File: src/mwcb_pkg.sv
// Package for the max-window chunk boundary block: field widths, cut causes,
// configuration register indexes and the length saturation helper.
// No dependencies.
package mwcb_pkg;

  localparam int unsigned LenW     = 21;
  localparam int unsigned ValW     = 64;
  localparam int unsigned ByteW    = 8;
  localparam int unsigned LaDepth  = 8;
  localparam int unsigned LaIdxW   = 3;
  localparam int unsigned CntW     = 4;
  localparam int unsigned CfgIdxW  = 2;
  localparam int unsigned ModeW    = 2;

  localparam int unsigned LENGTH_LIMIT = 1048576;
  localparam int unsigned LenMax       = (1 << LenW) - 1;

  typedef logic [LenW-1:0]    len_t;
  typedef logic [ValW-1:0]    val_t;
  typedef logic [ByteW-1:0]   byte_t;
  typedef logic [CntW-1:0]    cnt_t;
  typedef logic [1:0]         cause_t;
  typedef logic [CfgIdxW-1:0] cfg_idx_t;
  typedef logic [ModeW-1:0]   mode_t;

  localparam cause_t CauseValue  = 2'd0;
  localparam cause_t CauseMaxLen = 2'd1;
  localparam cause_t CauseEnd    = 2'd2;

  localparam cfg_idx_t CfgWindow   = 2'd0;
  localparam cfg_idx_t CfgMaxLen   = 2'd1;
  localparam cfg_idx_t CfgRollMode = 2'd2;

  localparam len_t LenFloor = len_t'(8);
  localparam len_t LenCap   = (LENGTH_LIMIT > LenMax) ? len_t'(LenMax)
                                                      : len_t'(LENGTH_LIMIT);

  localparam len_t  WindowReset  = len_t'(8192);
  localparam len_t  MaxLenReset  = len_t'(65536);
  localparam mode_t RollReset    = mode_t'(0);

  function automatic len_t sat_len(input len_t v);
    len_t r;
    if (v < LenFloor) begin
      r = LenFloor;
    end else if (v > LenCap) begin
      r = LenCap;
    end else begin
      r = v;
    end
    return r;
  endfunction

endpackage

File: src/max_window_chunk_boundary.sv
// Content-defined chunker: one byte per transaction, one chunk length per cut.
// Depends on mwcb_pkg.
//
//   channel | direction | handshake           | payload
//   in_     | sink      | in_valid / in_stall  | byte_value, end_of_stream
//   out_    | source    | out_valid / out_stall| chunk_length, cut_cause, last_result
//   cfg_    | sink      | cfg_valid / cfg_ready| cfg_index, cfg_data
//
// One byte per cycle when nothing stalls: a held byte is pushed into the 8-byte
// lookahead and the oldest position is decided in the same cycle. An end-of-stream
// byte is held until each pending position and the closing result are done; a
// byte after a lowered roll mode is held until each extra position is decided.
// Reset is synchronous, active low, loads default configuration and clears chunk
// state and valid flags. A stalled result stalls the decide logic and the input.
module max_window_chunk_boundary (
  input  logic               clk,
  input  logic               rst_n,
  input  logic               in_valid,
  output logic               in_stall,
  input  mwcb_pkg::byte_t    in_byte_value,
  input  logic               in_end_of_stream,
  output logic               out_valid,
  input  logic               out_stall,
  output mwcb_pkg::len_t     out_chunk_length,
  output mwcb_pkg::cause_t   out_cut_cause,
  output logic               out_last_result,
  input  logic               cfg_valid,
  output logic               cfg_ready,
  input  mwcb_pkg::cfg_idx_t cfg_index,
  input  mwcb_pkg::len_t     cfg_data
);
  import mwcb_pkg::*;

  len_t   window_r;
  len_t   max_len_r;
  mode_t  roll_r;

  len_t   pos_r;
  val_t   max_r;
  byte_t  la_r [LaDepth];
  cnt_t   cnt_r;

  logic   it_valid_r;
  byte_t  it_byte_r;
  logic   it_eos_r;
  logic   it_pushed_r;

  logic   out_valid_r;
  len_t   out_len_r;
  cause_t out_cause_r;
  logic   out_last_r;

  cnt_t   w;
  len_t   win;
  len_t   lim;
  logic   out_free;
  logic   step;
  byte_t  la_work [LaDepth];
  cnt_t   cnt_work;
  cnt_t   cnt_nxt;
  logic   is_emit;
  logic   do_dec;
  val_t   value;
  logic   cut_len;
  logic   cut_val;
  logic   cut;
  len_t   pos_base;
  val_t   max_base;
  val_t   max_nxt;
  logic   item_done;
  logic   res_valid;
  cause_t res_cause;
  logic   res_last;
  logic   accept;

  assign w        = cnt_t'(1) << roll_r;
  assign win      = sat_len(window_r);
  assign lim      = sat_len(max_len_r);
  assign out_free = !out_valid_r || !out_stall;
  assign step     = it_valid_r && out_free;

  always_comb begin
    for (int i = 0; i < LaDepth; i++) begin
      la_work[i] = (!it_pushed_r && (cnt_r[LaIdxW-1:0] == LaIdxW'(i))) ? it_byte_r : la_r[i];
    end
    for (int k = 0; k < LaDepth; k++) begin
      value[k*ByteW +: ByteW] = (cnt_t'(k) < w) ? la_work[k] : '0;
    end
  end

  assign cnt_work  = it_pushed_r ? cnt_r : cnt_r + cnt_t'(1);
  assign is_emit   = it_pushed_r && it_eos_r && (cnt_r == '0);
  assign do_dec    = !is_emit && ((cnt_work >= w) || (it_eos_r && (cnt_work != '0)));

  assign cut_len   = pos_r >= lim;
  assign cut_val   = !cut_len && (pos_r >= win) && (value >= max_r);
  assign cut       = do_dec && (cut_len || cut_val);
  assign pos_base  = cut ? '0 : pos_r;
  assign max_base  = cut ? '0 : max_r;
  assign max_nxt   = ((pos_base < win) && (value > max_base)) ? value : max_base;
  assign cnt_nxt   = do_dec ? cnt_work - cnt_t'(1) : cnt_work;

  assign item_done = is_emit || (!it_eos_r && (cnt_nxt < w));
  assign res_valid = cut || is_emit;
  assign res_cause = is_emit ? CauseEnd : (cut_len ? CauseMaxLen : CauseValue);
  assign res_last  = is_emit || !it_eos_r;

  assign in_stall  = it_valid_r && !(step && item_done);
  assign accept    = in_valid && !in_stall;
  assign cfg_ready = 1'b1;

  assign out_valid        = out_valid_r;
  assign out_chunk_length = out_len_r;
  assign out_cut_cause    = out_cause_r;
  assign out_last_result  = out_last_r;

  always_ff @(posedge clk) begin
    if (!rst_n) begin
      window_r    <= WindowReset;
      max_len_r   <= MaxLenReset;
      roll_r      <= RollReset;
      pos_r       <= '0;
      max_r       <= '0;
      cnt_r       <= '0;
      for (int i = 0; i < LaDepth; i++) begin
        la_r[i] <= '0;
      end
      it_valid_r  <= 1'b0;
      it_pushed_r <= 1'b0;
      out_valid_r <= 1'b0;
    end else begin
      if (cfg_valid && cfg_ready) begin
        case (cfg_index)
          CfgWindow:   window_r  <= cfg_data;
          CfgMaxLen:   max_len_r <= cfg_data;
          CfgRollMode: roll_r    <= cfg_data[ModeW-1:0];
          default:     ;
        endcase
      end

      if (step) begin
        if (is_emit) begin
          pos_r <= '0;
          max_r <= '0;
          cnt_r <= '0;
          for (int i = 0; i < LaDepth; i++) begin
            la_r[i] <= '0;
          end
        end else if (do_dec) begin
          pos_r <= pos_base + len_t'(1);
          max_r <= max_nxt;
          cnt_r <= cnt_nxt;
          for (int i = 0; i < LaDepth - 1; i++) begin
            la_r[i] <= la_work[i+1];
          end
          la_r[LaDepth-1] <= '0;
        end else begin
          cnt_r <= cnt_work;
          for (int i = 0; i < LaDepth; i++) begin
            la_r[i] <= la_work[i];
          end
        end
      end

      if (accept) begin
        it_valid_r  <= 1'b1;
        it_byte_r   <= in_byte_value;
        it_eos_r    <= in_end_of_stream;
        it_pushed_r <= 1'b0;
      end else if (step) begin
        it_pushed_r <= 1'b1;
        if (item_done) begin
          it_valid_r <= 1'b0;
        end
      end

      if (step && res_valid) begin
        out_valid_r <= 1'b1;
        out_len_r   <= pos_r;
        out_cause_r <= res_cause;
        out_last_r  <= res_last;
      end else if (!out_stall) begin
        out_valid_r <= 1'b0;
      end
    end
  end

endmodule
File: config.mk
export PLATFORM = sky130hd
export DESIGN_NAME = max_window_chunk_boundary
export DESIGN_NICKNAME = d
export VERILOG_FILES = /design/src/mwcb_pkg.sv /design/src/max_window_chunk_boundary.sv
export SDC_FILE = /design/constraint.sdc
export NUM_CORES = 1
export LEC_CHECK = 0
export BUFFER_PORTS_ARGS = -buffer_cell sky130_fd_sc_hd__buf_2
export CAP_MARGIN = 10
export CORE_MARGIN = 2
export CORE_UTILIZATION = 60
export DETAILED_ROUTE_END_ITERATION = 10
export PLACE_DENSITY = 0.84
export SLEW_MARGIN = 20
export SYNTH_ARGS = -nofsm -noshare
export SYNTH_HDL_FRONTEND = slang
export SYNTH_SLANG_ARGS = --single-unit
File: constraint.sdc
create_clock -name clk -period 10.43 [get_ports clk]
set_clock_uncertainty 0.05 [all_clocks]
set_input_delay 2.086 -clock clk [delete_from_list [all_inputs] [get_ports clk]]
set_output_delay 2.086 -clock clk [all_outputs]
set_load 0.02 [all_outputs]
==> impl_summary.md <==
Power
The worst-case vdd ir drop is about 230 uV. Combinational logic is responsible for 40.3% of the overall power. The switching part of the total power is approximately two fifths. The reported leakage power is approximately 7.3 nW. The clock network accounts for 27.5% of the total power. For this design the ratio of total power to cell area is between 150 and 200 mW/mm^2. The power spent charging and discharging nets is ~1.5 mW. The internal power of the cells totals ~2.0 mW. Registers are responsible for roughly a third of the overall power.

Clocking
The root buffer cell chosen for the clock tree is sky130_fd_sc_hd__clkbuf_16. Post-CTS timing repair inserted 0 buffers for setup. The CTS sink count is around 230. The number of H-tree levels is 1. For the worst-skew pair, the clock arrives at the later sink with an insertion delay of ~0.57 ns. Buffers inserted to repair hold after CTS numbered 0.

Once the clock tree was built, the resizer swapped 0 gates to a different size. No sink is reached through more buffers than the 3 on the longest clock path. The TritonCTS clock tree is built. The number of buffers added by the clock tree synthesis step is 27. The clock-pin slew on the worst setup and hold paths is ~0.060 ns.

Logic synthesis
The number of nets in the synthesized netlist is 2126. A synthesized cell averages 8.76 um^2. In this run, distinct cell masters in the synthesized netlist total 70.

During synthesis, Yosys emitted a total of 0 warnings. The synthesized netlist occupies a cell area of approximately 0.016 mm^2. Synthesis inferred ~230 register bits. The number of cells produced by synthesis is ~1900. After synthesis, the share of flip-flops with an asynchronous set or reset is 0%.

Of the synthesized area, sequential elements account for about 34%. The most used flip-flop cell after synthesis is sky130_fd_sc_hd__dfxtp_1. In this run, synthesis inferred 97 flip-flops with an integrated enable.

Die
The die outline area is just under 0.03 mm^2. The top-level I/O count is between 60 and 70. The die is roughly 170 um tall. Measured along the x axis, the die boundary spans 170 um.

The initialized floorplan defines 60 standard-cell rows. The initial utilization of the core area, before any placement, comes to about three fifths. The core region is between 0.02 and 0.03 mm^2.

Detailed routing
The pre-antenna-repair detailed-routing pass consisted of 6 iterations. The via count of the routed design is ~15000. The number of vias per cell after detailed routing is between 6 and 7.

After detailed routing, the average wire length per cell comes to around 20 um. The count of nets left with antenna violations once routing finished came out at 0. For this run, design rule violations remaining after detail routing come to 0.

The final routed wirelength across all metal layers is between 40 and 50 mm. In this run, the number of DRC markers left after iteration 0 of detailed routing was about 1700.

Timing
The final count of hold timing violations came to 0. The post-route worst hold slack is ~0.44 ns. After layout, the worst path uses between 80 and 90% of the clock period. The final-report max-slew violation count is 0. The worst path in the final design needs a cycle of roughly 8.4 ns, including I/O delays and setup. The final setup violation count is 0. The peak clock frequency supported by timing is approximately 120 MHz. The worst pin sits at a relative slew slack of about 33%. The total negative slack for setup checks is 0 ns.

For the pin with the worst max-slew slack, the measured transition is roughly 1 ns. Setup repair after global routing left no endpoint under its margin.

Worst setup path
The highest net fanout along the worst path is 61. The worst setup path is of the reg -> reg kind. The critical path startpoint category is a flip-flop. The nature of the critical path endpoint is a flip-flop. The cell at the slowest stage of the critical path is sky130_fd_sc_hd__or2_2.

The peak per-stage delay on the critical path is approximately 0.73 ns. In this run the register-to-register setup slack is 1.98 ns. The most numerous cell on the critical path is sky130_fd_sc_hd__ha_1. STA puts the critical path data required time at 10.87 ns. The arrival time reported for the critical path endpoint is around 9 ns.

Global route
The number of antenna violations at the first check in global routing was 0. The pin count of the biggest net entering global routing is 73. The via count of the first global-routing pass is 14000. The overall global routing resource usage is a little under a third. The first global-routing pass estimated between 70 and 80 mm of wire. The total grt overflow is 0.

Finish
The relative area change from synthesis to final layout is 7.74%. The filler cells instantiated in the layout total 2117. The fraction of final layout cells with drive strength greater than 1 is about 7.6%.

The antenna diode count is 0. The area taken by flip-flops and latches is 0.00564 mm^2. Summing all multi-input logic gate instances after layout gives approximately 0.010 mm^2. After the last flow step, the layout net total stands at around 2100.

Hold path
The tightest min-delay check is of the reg -> reg type.

Run
Across the run, the number of max-cap violations was 0.

Place
The placer congestion estimate is slightly above 0.9. Input and output buffers added on the ports amount to 62. The wire-length estimate of the detail-placed layout is approximately 31 mm.

Status
The flow ran to the end, and the final reports show no timing, DRC or antenna violations.
-- placed cells by master (no fill, tap or decap), types with 19 or more instances in the layout --
cell type                   Yosys  layout
sky130_fd_sc_hd__nand4_1       34      34
sky130_fd_sc_hd__buf_2         14      62
sky130_fd_sc_hd__clkbuf_16      0      29
sky130_fd_sc_hd__nor2_1        89      89
sky130_fd_sc_hd__inv_1        102     102
sky130_fd_sc_hd__nor3_1        24      24
sky130_fd_sc_hd__a22oi_1       58      58
sky130_fd_sc_hd__nor2b_1       25      25
sky130_fd_sc_hd__o21ai_0       48      48
sky130_fd_sc_hd__a21oi_1       55      54
sky130_fd_sc_hd__ha_1         205     205
sky130_fd_sc_hd__a211oi_1      19      19
sky130_fd_sc_hd__edfxtp_1      97      97
sky130_fd_sc_hd__and2_1        30      29
sky130_fd_sc_hd__nor4bb_1      55      55
sky130_fd_sc_hd__a21boi_0      41      41
sky130_fd_sc_hd__o22ai_1       52      52
sky130_fd_sc_hd__nand2_1      330     330
sky130_fd_sc_hd__nand3_1       48      46
sky130_fd_sc_hd__mux2i_1       74      74
sky130_fd_sc_hd__dfxtp_1      136     136
sky130_fd_sc_hd__o2111ai_1     66      66
-- cells in the mapped netlist (48+ instances only) --
| cell type | number | share of area, % |
|---|---|---|
| sky130_fd_sc_hd__nand2_1 | 330 | 7.5 |
| sky130_fd_sc_hd__ha_1 | 205 | 16 |
| sky130_fd_sc_hd__dfxtp_1 | 136 | 17 |
| sky130_fd_sc_hd__inv_1 | 102 | 2.3 |
| sky130_fd_sc_hd__edfxtp_1 | 97 | 18 |
| sky130_fd_sc_hd__clkbuf_1 | 90 | 2.0 |
| sky130_fd_sc_hd__nor2_1 | 89 | 2.0 |
| sky130_fd_sc_hd__mux2i_1 | 74 | 4.5 |
| sky130_fd_sc_hd__o2111ai_1 | 66 | 3.5 |
| sky130_fd_sc_hd__a22oi_1 | 58 | 2.6 |
| sky130_fd_sc_hd__a21oi_1 | 55 | 1.7 |
| sky130_fd_sc_hd__nor4bb_1 | 55 | 3.3 |
| sky130_fd_sc_hd__o22ai_1 | 52 | 2.0 |
| sky130_fd_sc_hd__nand3_1 | 48 | 1.5 |
| sky130_fd_sc_hd__o21ai_0 | 48 | 1.5 |
-- power by group through the flow --
| stage | Combinational [mW] | Sequential, mW | Clock (mW) |
|---|---|---|---|
| final | 1.41 | 1.13 | 0.961 |
| after global placement | 1.33 | 1.14 | 0 |
| after global routing | 1.52 | 1.13 | 1.00 |
| after floorplan | 1.03 | 1.11 | 0 |
| after CTS | 1.37 | 1.12 | 0.970 |
| after detailed placement | 1.37 | 1.14 | 0 |
-- cell type report --
type                            count  share of cell area (%)
Multi-Input combinational cell   1421                    56.0
Timing Repair Buffer               79                    2.60
Sequential cell                   233                    31.7
Inverter                          103                    2.18
Clock inverter                     11                   0.584
Clock buffer                       39                    4.52
Tap cell                          341                    2.40
-- flip-flops by register name, summed over array words and instances (netlist names), 4 cells and up --
register          flops
it_byte_r             8
max_len_r            21
window_r             21
out_chunk_length     21
la_r                 64
cnt_r                 4
max_r                64
pos_r                21
-- worst paths after layout --
path,from,end,depth (start not counted)
setup reg to reg,cnt_r[0],max_r[49],25
hold / removal,max_len_r[8],max_len_r[8],2
setup / recovery,cnt_r[0],max_r[49],25
hold reg to reg,max_len_r[8],max_len_r[8],2
-- critical path: cells and delay by family, from the launching register on --
kind	cells	cell delay, ns
and+or+nand+nor	10	3.17
AOI/OAI and AO/OA	8	2.29
adders and majority gates	4	1.04
buffers and inverters	2	0.83
muxes	1	0.51
DFF	1	0.36
-- per-layer routing --
metal | GRT usage, % | share of wire, % | vias to the layer above
met3 | 6.93 | 10 | 103
li1 | - | - | 6957
met1 | 43.2 | 43 | 7081
met5 | 0 | 0 | -
met4 | 8.14 | 2.4 | 0
met2 | 47.7 | 44 | 794
-- stage by stage --
step	cells	power, mW	area [um^2]	utilization (%)	worst slack, ns
2_1_floorplan	1884	2.15	16500	-	4.20
3_3_place_gp	2177	2.47	16900	62.6	2.32
3_5_place_dp	2177	2.51	16900	62.6	2.17
4_1_cts	2227	3.47	17800	65.9	2.15
5_1_grt	2227	3.66	17800	65.9	1.35
6_report	2227	3.50	17800	65.9	1.98
-- logic make-up (layout without fill, tap and decap cells) --
logic type,Yosys count,after routing,share of synthesized area (%)
AO/OA/AOI/OAI,421,421,17.8
XOR/XNOR,9,9,0.478
adder cells (fa/ha/maj),205,205,15.5
buffers and inverters,230,232,5.77
flip-flops,233,233,34.2
multiplexers,75,75,4.56
other,1,1,0.0227
AND/OR/NAND/NOR,710,710,21.6
Power figures use the tool's default switching activity.
